$ cat src/design/hrcc_pkg.sv
// ============================================================================
// hrcc_pkg
// Shared types and constants for the HTTP response completeness check:
// result status codes, header flag positions and the header pattern texts.
// ============================================================================
package hrcc_pkg;

    // width of the count fields on the result item
    localparam int unsigned OUT_W = 32;

    // result status codes
    typedef enum logic [1:0] {
        ST_NEED_MORE      = 2'd0,
        ST_COMPLETE       = 2'd1,
        ST_COMPLETE_CLOSE = 2'd2,
        ST_ERROR          = 2'd3
    } t_status;

    // header flag bit positions
    localparam int unsigned FLAG_CLOSE = 0;
    localparam int unsigned FLAG_LEN   = 1;
    localparam int unsigned FLAG_CHUNK = 2;
    localparam int unsigned FLAG_W     = 3;

    // header patterns, stored lower case; matching folds the input byte
    localparam int unsigned NPAT    = 5;
    localparam int unsigned PAT_MAX = 26;

    localparam int unsigned PAT_CLOSE_A = 0;
    localparam int unsigned PAT_CLOSE_B = 1;
    localparam int unsigned PAT_LENGTH  = 2;
    localparam int unsigned PAT_CHUNK_A = 3;
    localparam int unsigned PAT_CHUNK_B = 4;

    typedef logic [PAT_MAX*8-1:0] t_pat_text;

    // first character sits in the highest used byte of each entry
    localparam t_pat_text PAT_TEXT [NPAT] = '{
        "connection: close",
        "connection:close",
        "content-length:",
        "transfer-encoding: chunked",
        "transfer-encoding:chunked"
    };

    localparam int unsigned PAT_LEN [NPAT] = '{17, 16, 15, 26, 25};

    localparam int unsigned PAT_FLAG [NPAT] = '{
        FLAG_CLOSE, FLAG_CLOSE, FLAG_LEN, FLAG_CHUNK, FLAG_CHUNK
    };

endpackage

$ cat src/design/hrcc_pat_match.sv
// ============================================================================
// hrcc_pat_match
// Case-insensitive substring matcher for one header pattern. Keeps one bit
// per matched prefix length (shift-and form) and flags a complete match on
// the byte that finishes the pattern.
// ============================================================================
module hrcc_pat_match #(
    parameter int unsigned PAT_IDX = 0
) (
    input  logic       i_clk,
    input  logic       i_rst_n,
    input  logic       i_clear,
    input  logic       i_step,
    input  logic [7:0] i_char,
    output logic       o_hit
);
    import hrcc_pkg::*;

    localparam int unsigned PLEN = PAT_LEN[PAT_IDX];
    localparam t_pat_text   TXT  = PAT_TEXT[PAT_IDX];

    logic [PLEN-1:1] r_prog;
    logic [PLEN-1:1] n_prog;
    logic [PLEN-1:0] eq;

    // per-position compare against the folded byte
    always_comb begin
        for (int k = 0; k < PLEN; k++) begin
            eq[k] = (i_char == TXT[(PLEN-1-k)*8 +: 8]);
        end
    end

    // advance every live prefix by one character
    always_comb begin
        n_prog = r_prog;
        if (i_clear) begin
            n_prog = '0;
        end else if (i_step) begin
            n_prog[1] = eq[0];
            for (int k = 1; k < PLEN-1; k++) begin
                n_prog[k+1] = r_prog[k] & eq[k];
            end
        end
    end

    assign o_hit = i_step & ~i_clear & r_prog[PLEN-1] & eq[PLEN-1];

    always_ff @(posedge i_clk) begin
        if (!i_rst_n) begin
            r_prog <= '0;
        end else begin
            r_prog <= n_prog;
        end
    end

endmodule

$ cat src/design/hrcc_num_parse.sv
// ============================================================================
// hrcc_num_parse
// Content length value parser. Skips leading white space, takes an optional
// sign, then accumulates decimal digits with saturation at the field maximum.
// Gives the value and the negative flag as they stand after the current byte.
// ============================================================================
module hrcc_num_parse #(
    parameter int unsigned LENGTH_BITS = 32
) (
    input  logic                   i_clk,
    input  logic                   i_rst_n,
    input  logic                   i_clear,
    input  logic                   i_step,
    input  logic                   i_start,
    input  logic [7:0]             i_char,
    output logic [LENGTH_BITS-1:0] o_value_next,
    output logic                   o_error_next
);
    import hrcc_pkg::*;

    typedef enum logic [2:0] {
        NUM_IDLE,
        NUM_WS,
        NUM_SIGN,
        NUM_DIGITS,
        NUM_DONE
    } t_num_phase;

    t_num_phase             r_phase;
    t_num_phase             n_phase;
    t_num_phase             cur_phase;
    logic [LENGTH_BITS-1:0] r_value;
    logic [LENGTH_BITS-1:0] n_value;
    logic [LENGTH_BITS-1:0] cur_value;
    logic                   r_error;
    logic                   n_error;
    logic                   cur_error;

    logic                   is_ws;
    logic                   is_digit;
    logic                   is_sign;
    logic [LENGTH_BITS+3:0] acc;
    logic [LENGTH_BITS-1:0] acc_sat;

    // a fresh response starts from the cleared state
    assign cur_phase = i_clear ? NUM_IDLE : r_phase;
    assign cur_value = i_clear ? '0 : r_value;
    assign cur_error = i_clear ? 1'b0 : r_error;

    // character classes
    assign is_ws    = i_char inside {8'h20, 8'h09, 8'h0A, 8'h0B, 8'h0C, 8'h0D};
    assign is_digit = i_char inside {[8'h30:8'h39]};
    assign is_sign  = (i_char == 8'h2B) || (i_char == 8'h2D);

    // value * 10 + digit, saturating
    assign acc = ({4'b0, cur_value} << 3) + ({4'b0, cur_value} << 1)
               + {{LENGTH_BITS{1'b0}}, i_char[3:0]};
    assign acc_sat = (|acc[LENGTH_BITS+3:LENGTH_BITS]) ? '1 : acc[LENGTH_BITS-1:0];

    // per-byte parse step
    always_comb begin
        n_phase = cur_phase;
        n_value = cur_value;
        n_error = cur_error;
        if (i_step) begin
            case (cur_phase)
                NUM_WS: begin
                    if (is_ws) begin
                        n_phase = NUM_WS;
                    end else if (is_sign) begin
                        n_error = (i_char == 8'h2D);
                        n_phase = NUM_SIGN;
                    end else if (is_digit) begin
                        n_value = acc_sat;
                        n_phase = NUM_DIGITS;
                    end else begin
                        n_phase = NUM_DONE;
                    end
                end
                NUM_SIGN, NUM_DIGITS: begin
                    if (is_digit) begin
                        n_value = acc_sat;
                        n_phase = NUM_DIGITS;
                    end else begin
                        n_phase = NUM_DONE;
                    end
                end
                default: begin
                    n_phase = cur_phase;
                end
            endcase
            if (i_start) begin
                n_phase = NUM_WS;
            end
        end
    end

    assign o_value_next = n_value;
    assign o_error_next = n_error;

    // state and value registers
    always_ff @(posedge i_clk) begin
        if (!i_rst_n) begin
            r_phase <= NUM_IDLE;
            r_value <= '0;
            r_error <= 1'b0;
        end else begin
            r_phase <= n_phase;
            r_value <= n_value;
            r_error <= n_error;
        end
    end

endmodule

$ cat src/design/http_response_completeness_check.sv
// ============================================================================
// http_response_completeness_check
// Byte-serial HTTP response framing check: tracks the status line, header and
// body, matches close/length/chunked header patterns, parses the content
// length and reports after every byte whether the response is complete.
//
//   channel | direction | handshake          | payload
//   --------+-----------+--------------------+-------------------------------
//   input   | in        | i_valid / o_stall  | i_rx_byte, i_new_response
//   result  | out       | o_valid / i_stall  | o_status, o_header_seen,
//           |           |                    | o_close_seen, o_length_seen,
//           |           |                    | o_chunked_seen, o_content_length,
//           |           |                    | o_body_bytes
//
// One byte per cycle sustained while i_stall is low; an accepted byte enters
// the input register; its result loads into the result register once free.
// The parser state advances when a byte moves from the input register into
// the result register; the whole update is one combinational pass.
// i_stall holds the result register; the input register still fills, and
// o_stall rises only when both stages are full.
// Reset clears all parser state, both stage valid bits and the outputs.
// ============================================================================
module http_response_completeness_check #(
    parameter int unsigned LENGTH_BITS = 32
) (
    input  logic                         i_clk,
    input  logic                         i_rst_n,
    input  logic                         i_valid,
    output logic                         o_stall,
    input  logic [7:0]                   i_rx_byte,
    input  logic                         i_new_response,
    output logic                         o_valid,
    input  logic                         i_stall,
    output hrcc_pkg::t_status            o_status,
    output logic                         o_header_seen,
    output logic                         o_close_seen,
    output logic                         o_length_seen,
    output logic                         o_chunked_seen,
    output logic [hrcc_pkg::OUT_W-1:0]   o_content_length,
    output logic [hrcc_pkg::OUT_W-1:0]   o_body_bytes
);
    import hrcc_pkg::*;

    typedef enum logic [1:0] {
        PH_STATUS,
        PH_HEADER,
        PH_BODY
    } t_phase;

    localparam logic [1:0] CRLF_NONE   = 2'd0;
    localparam logic [1:0] CRLF_CR     = 2'd1;
    localparam logic [1:0] CRLF_CRLF   = 2'd2;
    localparam logic [1:0] CRLF_CRLFCR = 2'd3;

    localparam logic [7:0] CH_CR = 8'h0D;
    localparam logic [7:0] CH_LF = 8'h0A;

    // input register
    logic                   r_in_valid;
    logic [7:0]             r_in_byte;
    logic                   r_in_new;

    // parser state
    t_phase                 r_phase;
    t_phase                 n_phase;
    t_phase                 cur_phase;
    logic [1:0]             r_crlf;
    logic [1:0]             n_crlf;
    logic [1:0]             cur_crlf;
    logic [FLAG_W-1:0]      r_flags;
    logic [FLAG_W-1:0]      n_flags;
    logic [FLAG_W-1:0]      cur_flags;
    logic [LENGTH_BITS-1:0] r_body;
    logic [LENGTH_BITS-1:0] n_body;
    logic [LENGTH_BITS-1:0] cur_body;

    // result register
    logic                   r_out_valid;
    t_status                r_out_status;
    logic                   r_out_header;
    logic [FLAG_W-1:0]      r_out_flags;
    logic [OUT_W-1:0]       r_out_length;
    logic [OUT_W-1:0]       r_out_body;

    logic                   out_free;
    logic                   move;
    logic                   clear;
    logic                   step;
    logic [7:0]             fold_char;
    logic [NPAT-1:0]        hit;
    logic                   len_start;
    logic                   first_crlf;
    logic                   end_header;
    logic [LENGTH_BITS-1:0] len_next;
    logic                   len_err_next;
    t_status                n_status;
    logic [OUT_W+LENGTH_BITS-1:0] len_ext;
    logic [OUT_W+LENGTH_BITS-1:0] body_ext;

    // handshake between the two stages
    assign out_free = ~r_out_valid | ~i_stall;
    assign move     = r_in_valid & out_free;
    assign o_stall  = r_in_valid & ~out_free;

    always_ff @(posedge i_clk) begin
        if (!i_rst_n) begin
            r_in_valid <= 1'b0;
        end else if (!o_stall) begin
            r_in_valid <= i_valid;
        end
    end

    always_ff @(posedge i_clk) begin
        if (!o_stall && i_valid) begin
            r_in_byte <= i_rx_byte;
            r_in_new  <= i_new_response;
        end
    end

    // state seen by this byte, after an optional restart
    assign clear     = move & r_in_new;
    assign cur_phase = clear ? PH_STATUS : r_phase;
    assign cur_crlf  = clear ? CRLF_NONE : r_crlf;
    assign cur_flags = clear ? '0 : r_flags;
    assign cur_body  = clear ? '0 : r_body;
    assign step      = move & (cur_phase == PH_HEADER);

    // fold upper case letters for the matchers
    assign fold_char = (r_in_byte inside {[8'h41:8'h5A]}) ? (r_in_byte | 8'h20) : r_in_byte;

    // header pattern matchers
    for (genvar g = 0; g < NPAT; g++) begin : g_pat
        hrcc_pat_match #(
            .PAT_IDX (g)
        ) u_pat (
            .i_clk   (i_clk),
            .i_rst_n (i_rst_n),
            .i_clear (clear),
            .i_step  (step),
            .i_char  (fold_char),
            .o_hit   (hit[g])
        );
    end

    // only the first length pattern starts the number parser
    assign len_start = hit[PAT_LENGTH] & ~cur_flags[FLAG_LEN];

    hrcc_num_parse #(
        .LENGTH_BITS (LENGTH_BITS)
    ) u_num (
        .i_clk        (i_clk),
        .i_rst_n      (i_rst_n),
        .i_clear      (clear),
        .i_step       (step),
        .i_start      (len_start),
        .i_char       (r_in_byte),
        .o_value_next (len_next),
        .o_error_next (len_err_next)
    );

    // crlf tracking, body count, header flags and phase update
    always_comb begin
        n_phase    = cur_phase;
        n_crlf     = cur_crlf;
        n_flags    = cur_flags;
        n_body     = cur_body;
        first_crlf = 1'b0;
        end_header = 1'b0;
        if (move) begin
            if (cur_phase == PH_BODY) begin
                if (cur_body != '1) begin
                    n_body = cur_body + 1'b1;
                end
            end else begin
                if (r_in_byte == CH_CR) begin
                    n_crlf = (cur_crlf == CRLF_CRLF) ? CRLF_CRLFCR : CRLF_CR;
                end else if (r_in_byte == CH_LF) begin
                    n_crlf = CRLF_NONE;
                    if (cur_crlf == CRLF_CR) begin
                        n_crlf     = CRLF_CRLF;
                        first_crlf = 1'b1;
                    end else if (cur_crlf == CRLF_CRLFCR) begin
                        end_header = 1'b1;
                    end
                end else begin
                    n_crlf = CRLF_NONE;
                end

                if (cur_phase == PH_HEADER) begin
                    for (int i = 0; i < NPAT; i++) begin
                        if (hit[i]) begin
                            n_flags[PAT_FLAG[i]] = 1'b1;
                        end
                    end
                    if (end_header) begin
                        n_phase = PH_BODY;
                    end
                end else if (first_crlf) begin
                    n_phase = PH_HEADER;
                end
            end
        end
    end

    // completeness decision on the updated state
    always_comb begin
        if (n_phase != PH_BODY) begin
            n_status = ST_NEED_MORE;
        end else if (n_flags[FLAG_LEN]) begin
            if (len_err_next || (len_next == '0)) begin
                n_status = ST_ERROR;
            end else if (n_body == len_next) begin
                n_status = n_flags[FLAG_CLOSE] ? ST_COMPLETE_CLOSE : ST_COMPLETE;
            end else if (n_body > len_next) begin
                n_status = ST_ERROR;
            end else begin
                n_status = ST_NEED_MORE;
            end
        end else if (n_flags[FLAG_CHUNK]) begin
            n_status = ST_ERROR;
        end else if (n_flags[FLAG_CLOSE]) begin
            n_status = ST_NEED_MORE;
        end else begin
            n_status = ST_ERROR;
        end
    end

    // fit the counts to the result field width
    assign len_ext  = {{OUT_W{1'b0}}, len_next};
    assign body_ext = {{OUT_W{1'b0}}, n_body};

    // parser state registers
    always_ff @(posedge i_clk) begin
        if (!i_rst_n) begin
            r_phase <= PH_STATUS;
            r_crlf  <= CRLF_NONE;
            r_flags <= '0;
            r_body  <= '0;
        end else begin
            r_phase <= n_phase;
            r_crlf  <= n_crlf;
            r_flags <= n_flags;
            r_body  <= n_body;
        end
    end

    // result register
    always_ff @(posedge i_clk) begin
        if (!i_rst_n) begin
            r_out_valid  <= 1'b0;
            r_out_status <= ST_NEED_MORE;
            r_out_header <= 1'b0;
            r_out_flags  <= '0;
            r_out_length <= '0;
            r_out_body   <= '0;
        end else if (out_free) begin
            r_out_valid <= r_in_valid;
            if (r_in_valid) begin
                r_out_status <= n_status;
                r_out_header <= (n_phase == PH_BODY);
                r_out_flags  <= n_flags;
                r_out_length <= len_ext[OUT_W-1:0];
                r_out_body   <= body_ext[OUT_W-1:0];
            end
        end
    end

    assign o_valid          = r_out_valid;
    assign o_status         = r_out_status;
    assign o_header_seen    = r_out_header;
    assign o_close_seen     = r_out_flags[FLAG_CLOSE];
    assign o_length_seen    = r_out_flags[FLAG_LEN];
    assign o_chunked_seen   = r_out_flags[FLAG_CHUNK];
    assign o_content_length = r_out_length;
    assign o_body_bytes     = r_out_body;

    // checks
    a_complete_needs_length: assert property (@(posedge i_clk) disable iff (!i_rst_n)
        o_valid && (o_status == ST_COMPLETE || o_status == ST_COMPLETE_CLOSE)
            |-> o_header_seen && o_length_seen)
        else $error("complete status without header and length");

    a_no_header_need_more: assert property (@(posedge i_clk) disable iff (!i_rst_n)
        o_valid && !o_header_seen |-> o_status == ST_NEED_MORE)
        else $error("status other than need_more before header end");

    a_body_after_header: assert property (@(posedge i_clk) disable iff (!i_rst_n)
        o_valid && (o_body_bytes != '0) |-> o_header_seen)
        else $error("body bytes counted before header end");

    a_stall_only_when_full: assert property (@(posedge i_clk) disable iff (!i_rst_n)
        o_stall |-> o_valid && i_stall)
        else $error("input stalled while result stage can move");

endmodule

$ cat config.mk
export PLATFORM = sky130hd
export DESIGN_NAME = http_response_completeness_check
export DESIGN_NICKNAME = d
export VERILOG_FILES = /design/src/design/hrcc_pkg.sv /design/src/design/hrcc_pat_match.sv /design/src/design/hrcc_num_parse.sv /design/src/design/http_response_completeness_check.sv
export SDC_FILE = /design/constraint.sdc
export NUM_CORES = 1
export LEC_CHECK = 0
export BUFFER_PORTS_ARGS = -buffer_cell sky130_fd_sc_hd__buf_2
export CORE_MARGIN = 2
export CORE_UTILIZATION = 50
export DETAILED_ROUTE_END_ITERATION = 12
export GPL_TIMING_DRIVEN = 0
export PLACE_DENSITY = 0.77
export SLEW_MARGIN = 20
export SYNTH_ARGS = -nofsm -noshare
export SYNTH_HDL_FRONTEND = slang
export SYNTH_SLANG_ARGS = --single-unit
export TNS_END_PERCENT = 5
$ cat constraint.sdc
create_clock -name i_clk -period 6.05 [get_ports i_clk]
set_input_delay 0.605 -clock i_clk [delete_from_list [all_inputs] [get_ports i_clk]]
set_output_delay 0.605 -clock i_clk [all_outputs]
set_load 0.02 [all_outputs]
== Word level (Yosys, flattened, before mapping) ==
Index checks and enable logic that the tools add are counted.
Word-level totals
  flip-flop bits (word level): 250
  input port bits: 13
  logic and storage cells: 257
  output and inout bits: 72
Operators by class
  multiplexer cells: 65
  reductions and logical operators: 12
  equality and inequality tests: 39
  bitwise logic cells: 112
  add/subtract/negate cells: 3
  order comparisons: 5
Operator list (number)
  $mux 32: 10
  $eq 8x7->1 const B: 16
  $and 1x1->1: 105
  $pmux 32 s2: 1
  $eq 8x6->1 const B: 6
  $mux 2: 21
  $eq 8x4->1 const B: 5
  $add 35x33->36: 1
  $add 36x4->36: 1
  $add 32x1->32 const B: 1
  $eq 32x32->1: 1
  $gt 32x32->1: 1
  $logic_not 32->1: 1
  $ne 32x32->1 const B: 1
  $mux 3: 10
  $mux 1: 21
  $eq 2x2->1 const B: 4
  $ge 8x6->1 const B: 1
  $ge 8x7->1 const B: 1
  $le 8x6->1 const B: 1
  $le 8x7->1 const B: 1
  $eq 3x2->1 const B: 2
  $mux 6: 1
  $not 1->1: 6
  other kinds (12): 17

== Depth between registers and ports, before layout ==
  depth after elaboration: 20
  gate-level depth with buffers: 35

== By module ==
A second synthesis with hierarchy kept.
Second synthesis, totals
  cell total of the unflattened synthesis: 1951
  area total of the unflattened synthesis: 15961.6 um^2
Modules (own cells, without submodules)
  http_response_completeness_check: times used 1, cells each 902, area an instance 6961.7 um^2
  hrcc_num_parse: times used 1, cells each 642, area an instance 4818.4 um^2
  hrcc_pat_match (g_pat[3].u_pat): times used 1, cells each 137, area an instance 1189.9 um^2
  hrcc_pat_match (g_pat[4].u_pat): times used 1, cells each 95, area an instance 1006.0 um^2
  hrcc_pat_match (g_pat[0].u_pat): times used 1, cells each 62, area an instance 706.9 um^2
  hrcc_pat_match (g_pat[1].u_pat): times used 1, cells each 57, area an instance 671.9 um^2
  hrcc_pat_match (g_pat[2].u_pat): times used 1, cells each 56, area an instance 606.8 um^2

== Worst setup path after synthesis ==
Ideal clock, no wire load.
  kind: input port to flip-flop
  start point: in i_stall
  end point: reg r_out_status[0], in the netlist o_status[0]
  arrival: 6.177 ns
  data required time: 5.912 ns
  cell stages on the path: 32
  setup slack: -0.265 ns
  cell sequence: a21boi_1 > nand2_1 > clkbuf_1 > clkbuf_1 > clkbuf_1 > nand2_1 > inv_1 > ha_1 > ha_1 > clkbuf_1 > nand2_1 > nor3_1 > o21ai_1 > a2111o_1 > and2_1 > a211oi_4 > nand3b_1 > buf_2 > a21oi_1 > ha_1 > nor2b_1 > o21a_1 > o21a_1 > o21a_1 > o21a_1 > o21a_1 > o21a_1 > o21ai_0 > a31oi_1 > o22ai_1 > and3_1 > a221oi_1
Between the ends
  cells in the longest elaborated chain, start to end: 20
  elaborated cells between the ends (all ways): 88
  those cells by class: add/sub: 3; order compare: 1; eq/ne: 10; mux: 52; bitwise: 17; reduce/logical: 5
RTL lines
  start: declaration: line http_response_completeness_check.sv:33  | input logic i_stall,
  $not 1->1 (*): line http_response_completeness_check.sv:101  | assign out_free = ~r_out_valid | ~i_stall;
  $or 1x1->1 (*): line http_response_completeness_check.sv:101
  $and 1x1->1: line http_response_completeness_check.sv:102  | assign move = r_in_valid & out_free;
  $and 1x1->1: line http_response_completeness_check.sv:121  | assign clear = move & r_in_new;
  $mux 32 / $mux 2 (equally long branches): line hrcc_num_parse.sv:47, http_response_completeness_check.sv:122
  $add 35x33->36 / $eq 2x1->1 (equally long branches): line hrcc_num_parse.sv:56, http_response_completeness_check.sv:126, http_response_completeness_check.sv:189
  $add 36x4->36 / $and 1x1->1 (equally long branches): line hrcc_num_parse.sv:57, http_response_completeness_check.sv:126
  $reduce_or 4->1 / $and 1x1->1 (equally long branches): line hrcc_num_parse.sv:58, hrcc_pat_match.sv:46
  (+4 left out)
  $pmux 32 s2 / $mux 3 (equally long branches): line hrcc_num_parse.sv:66, http_response_completeness_check.sv:189
  $mux 32 / $mux 3 (equally long branches): line hrcc_num_parse.sv:65, http_response_completeness_check.sv:170
  $gt 32x32->1 / $mux 3 (equally long branches): line http_response_completeness_check.sv:214, http_response_completeness_check.sv:169
  $mux 2, on equally long branches: line http_response_completeness_check.sv:214, http_response_completeness_check.sv:213
  $mux 2: line http_response_completeness_check.sv:212  | end else if (n_body == len_next) begin
  $mux 2: line http_response_completeness_check.sv:210  | if (len_err_next || (len_next == '0)) begin
  $mux 2: line http_response_completeness_check.sv:209  | end else if (n_flags[FLAG_LEN]) begin
  $mux 2: line http_response_completeness_check.sv:207  | if (n_phase != PH_BODY) begin
  end signal: assignment: line http_response_completeness_check.sv:259  | r_out_status <= n_status;
  end: declaration: line http_response_completeness_check.sv:79  | t_status r_out_status;
Mark *: on every way between the ends. The rest lies on a longest branch, timed or not. The select of a mux whose other input is x is not followed.
A chain may end at the register's enable or synchronous reset.

== Worst setup path after layout ==
  start point: reg r_in_valid
  end point: reg r_out_status[0], in the netlist o_status[0]
Between the ends
  cells in the longest elaborated chain, start to end: 18
  elaborated cells between the ends (all ways): 86
  those cells by class: add/sub: 3; order compare: 1; eq/ne: 10; mux: 52; bitwise: 15; reduce/logical: 5
RTL lines
  start: declaration: line http_response_completeness_check.sv:59  | logic r_in_valid;
  start signal: assignment: line http_response_completeness_check.sv:109  | r_in_valid <= i_valid;
  $and 1x1->1: line http_response_completeness_check.sv:102
  $and 1x1->1: line http_response_completeness_check.sv:121
  $mux 32 / $mux 2 (equally long branches): line hrcc_num_parse.sv:47, http_response_completeness_check.sv:122
  $add 35x33->36 / $eq 2x1->1 (equally long branches): line hrcc_num_parse.sv:56, http_response_completeness_check.sv:126, http_response_completeness_check.sv:189
  $add 36x4->36 / $and 1x1->1 (equally long branches): line hrcc_num_parse.sv:57, http_response_completeness_check.sv:126
  $reduce_or 4->1 / $and 1x1->1 (equally long branches): line hrcc_num_parse.sv:58, hrcc_pat_match.sv:46
  $mux 32 / $and 1x1->1 (equally long branches): line hrcc_num_parse.sv:58, hrcc_pat_match.sv:46
  $mux 32 / $and 1x1->1 (equally long branches): line hrcc_num_parse.sv:73, hrcc_num_parse.sv:81, hrcc_pat_match.sv:46
  (+2 left out)
  $pmux 32 s2 / $mux 3 (equally long branches): line hrcc_num_parse.sv:66, http_response_completeness_check.sv:189
  $mux 32 / $mux 3 (equally long branches): line hrcc_num_parse.sv:65, http_response_completeness_check.sv:170
  $gt 32x32->1 / $mux 3 (equally long branches): line http_response_completeness_check.sv:214, http_response_completeness_check.sv:169
  $mux 2, on equally long branches: line http_response_completeness_check.sv:214, http_response_completeness_check.sv:213
  $mux 2: line http_response_completeness_check.sv:212
  $mux 2: line http_response_completeness_check.sv:210
  $mux 2: line http_response_completeness_check.sv:209
  $mux 2: line http_response_completeness_check.sv:207
Parallel ways exist; a longest one is shown, timed or not. The select of a mux whose other input is x is not followed.

==> impl_metrics.env <==
export IMPL_worstSkewPairLatency_ns=0.54
export IMPL_post_route_min_period_ns=6.164
export IMPL_hp_class="in -> reg"
export IMPL_drive_gt1_share_pct=17.91
export IMPL_clk_pin_slew_ns=0.06
export IMPL_synth_distinct_cells=87
export IMPL_fin_skew_ns=0.02102
export IMPL_ys_ff_latch=218
export IMPL_critPathSlowestCell="a221o_1"
export IMPL_netlist_top_cells_area="dfxtp_1 32%, ha_1 9.3%, nor2_1 7.4%, a21oi_1 5.5%, nand2_1 4.5%"
export IMPL_yosysSeqAreaShare_pct=34.14
export IMPL_track_usage_pct=32.73
export IMPL_grt_pass1_vias=12470
export IMPL_grt_pass1_wl_um=69480
export IMPL_drt_iter0_drc=1637
export IMPL_drt_wl_total_um=46570
export IMPL_multi_input_area_sq_mm=0.008830
export IMPL_synthCells=1654
export IMPL_finalSetupViolations=2
export IMPL_cts_path_max_buffers=3
export IMPL_routedWlPerCell_um=21.72
export IMPL_fin_ws_ns=-0.1138
export IMPL_arrival_ns=6.55
export IMPL_post_dp_cell_area_sq_mm=0.01393
export IMPL_dieWidth_um=165.5
export IMPL_crit_path_end_kind="register"
export IMPL_tightest_slew_ns=1.295
export IMPL_grt_util_met2_pct=52.09
export IMPL_postRouteAntennaNets=0
export IMPL_max_clock_freq_mhz=162.2
export IMPL_synth_most_common_cell="nor2_1"
export IMPL_start_util_pct=50.50
export IMPL_avgViaCountPerCell=6.334
export IMPL_maxCapViolations=0
export IMPL_synthArstFlopShare_pct=0
export IMPL_dp_slack_ns=-1.882
export IMPL_dp_hpwl_um=34240
export IMPL_postCtsHoldBufs=0
export IMPL_vdd_drop_max_uv=239.4
export IMPL_grt_use_met3_pct=7.418
export IMPL_port_buffers=84
export IMPL_top_usage_layer="met2"
export IMPL_numClockSinks=218
export IMPL_cts_buffers_inserted=24
export IMPL_syn_to_final_growth_pct=21.44
export IMPL_crit_fanout=10
export IMPL_coreArea_sq_mm=0.02584
export IMPL_cts_tree="yes"
export IMPL_use_met1_pct=44.28
export IMPL_n_antenna_cell=0
export IMPL_rows=59
export IMPL_antenna_found_initial=1
export IMPL_syn_area_sq_mm=0.01305
export IMPL_crit_top_cell="o21a_1"
export IMPL_slew_headroom_pct=12.90
export IMPL_drc=0
export IMPL_final_max_slew_viol_count=0
export IMPL_power_density_mw_per_mm2=194.4
export IMPL_synth_flop_cell="dfxtp_1"
export IMPL_fillCellCount=2255
export IMPL_hold_viol=0
export IMPL_num_vias=13580
export IMPL_synth_area_leader_cell="dfxtp_1"
export IMPL_crit_type="reg -> reg"
export IMPL_regArea_sq_mm=0.004457
export IMPL_critPathRequiredTime_ns=6.43
export IMPL_syn_area_per_cell_sq_um=7.888
export IMPL_drtPass1Iterations=6
export IMPL_violations="negative setup slack"
export IMPL_nNetsFinal=1902
export IMPL_clock_root_buffer="clkbuf_16"
export IMPL_status="finished with violations"
export IMPL_synth_edf_count=9
export IMPL_final_area_sq_mm=0.01585
export IMPL_dieArea_sq_mm=0.02740
export IMPL_grt_max_degree=14
export IMPL_grt_remaining_overflow=0
export IMPL_ys_warn_count=0
export IMPL_htree_levels=1
export IMPL_syn_nets=1765
export IMPL_yosys_top_cells_count="258 x nor2_1, 209 x dfxtp_1, 156 x nand2_1, 144 x a21oi_1, 97 x ha_1"
export IMPL_finalWeightedCongestion=1.021
export IMPL_finalCritPeriodShare_pct=101.9
export IMPL_power_leakage_nw=6.135
export IMPL_rsz0062_at_grt="yes"
export IMPL_top_level_ports=85
export IMPL_yosysTopAreaCellShare_pct=32.07
export IMPL_die_y_um=165.5
export IMPL_max_stage_delay_ns=0.40
export IMPL_critPathLaunchType="register"
export IMPL_power_mw=3.081
-- layout by cell type, fill, tap and decap left out, types with 9 or more instances in the layout --
cell type	Yosys	final
a211o_1	9	9
nand2_1	156	143
o21ai_0	54	39
a21o_1	9	9
dfxtp_1	209	207
nor2_1	258	253
nand2b_1	15	14
o211ai_1	11	11
a21oi_2	4	12
nor4_1	12	11
inv_1	41	36
o21a_1	13	13
a31oi_1	15	14
ha_1	97	66
clkbuf_16	0	28
clkbuf_1	83	74
buf_2	14	91
nor2b_1	17	17
nand2_2	1	11
a22oi_1	64	62
a21oi_1	144	127
a21oi_4	1	10
o21ai_1	11	15
xnor2_1	31	30
a211oi_1	39	37
xor2_1	29	29
nor3_1	39	37
edfxtp_1	9	9
and3_1	15	15
and2_1	47	39
buf_6	1	10
o21ai_2	1	11
buf_4	0	32
nand4_1	34	34
ha_4	0	26
nand3_1	42	42
-- final cells by class --
| cell class | count | area share, % |
|---|---|---|
| buffer | 93 | 3.214 |
| timing repair buffer | 120 | 4.438 |
| sequential | 218 | 28.13 |
| clock inverter | 11 | 0.6001 |
| multi-input combinational | 1292 | 55.72 |
| inverter | 42 | 0.9949 |
| clock buffer | 33 | 4.256 |
| tap | 335 | 2.645 |
-- what timing repair did --
item | 4_1_cts | 5_1_grt
gates cloned | 1 | 3
setup buffers | 16 | 15
gates resized for setup | 99 | 95
endpoints found under the setup margin | 16 | 2
hold endpoints to repair | 0 | 0
pin swaps | 26 | 50
-- worst max-delay path: cells and delay by family, from the launching register on --
kind / cells / cell delay (ns)
flops: 1 / 0.34
simple gates: 6 / 1.14
buf+inv: 5 / 0.79
compound gates: 17 / 2.88
fa+ha+maj: 3 / 0.82
-- kinds of logic (layout without fill, tap and decap cells) --
| family | count (synthesis) | in the layout | synth area share [%] |
|---|---|---|---|
| flip-flops | 218 | 218 | 34.14 |
| AO/OA/AOI/OAI | 455 | 455 | 23.21 |
| multiplexers | 3 | 3 | 0.2397 |
| AND/OR/NAND/NOR | 676 | 676 | 24.60 |
| buffers and inverters | 144 | 299 | 4.334 |
| XOR/XNOR | 60 | 60 | 4.028 |
| adder cells (fa/ha/maj) | 98 | 98 | 9.455 |
-- metrics by stage --
stage / std cells / util (%) / setup TNS (ns) / hold slack [ns]
6_report: 2144 / 61.33 / -0.1790 / 0.2417
5_1_grt: 2144 / 61.33 / -0.4891 / 0.2340
4_1_cts: 2129 / 59.06 / 0 / 0.2344
3_5_place_dp: 2074 / 53.91 / -6.449 / 0.4408
3_3_place_gp: 2073 / 53.85 / -6.530 / 0.4352
2_1_floorplan: 1654 / - / 0 / 0.4360
-- flip-flops by register name (all words and copies together), names as in the netlist --
| signal | flops |
|---|---|
| r_phase | 2 |
| o_body_bytes | 32 |
| g_pat.u_pat.r_prog | 62 |
| r_body | 32 |
| o_content_length | 32 |
| u_num.r_value | 32 |
| u_num.r_error | 1 |
| r_in_valid | 1 |
| o_valid | 1 |
| o_header_seen | 1 |
| u_num.r_phase | 3 |
| r_in_byte | 8 |
| o_status | 2 |
| r_out_flags | 3 |
| r_flags | 3 |
| r_in_new | 1 |
| r_crlf | 2 |
-- per-layer routing --
layer / wire [um] / vias to the layer above / part of all wire (%)
li1: - / 6250 / -
met1: 19400 / 6415 / 42
met2: 20500 / 771 / 44
met3: 4976 / 142 / 11
met4: 1689 / 2 / 3.6
met5: 7 / - / 0.015
-- where the power goes --
group / switching (mW) / internal [mW]
registers: 0.0120 / 1.46
logic: 0.143 / 0.0521
clock network: 0.621 / 0.790
total: 0.776 / 2.31
-- final timing paths --
path	to	start	slack [ns]	cells after the start
max	o_status[0]	r_in_valid	-0.11	31
min	r_in_byte[4]	i_rx_byte[4]	0.24	1
max reg2reg	o_status[0]	r_in_valid	-0.11	31
min reg2reg	o_body_bytes[29]	o_body_bytes[29]	0.45	2
Note: power is estimated with default switching activity, not from simulation.
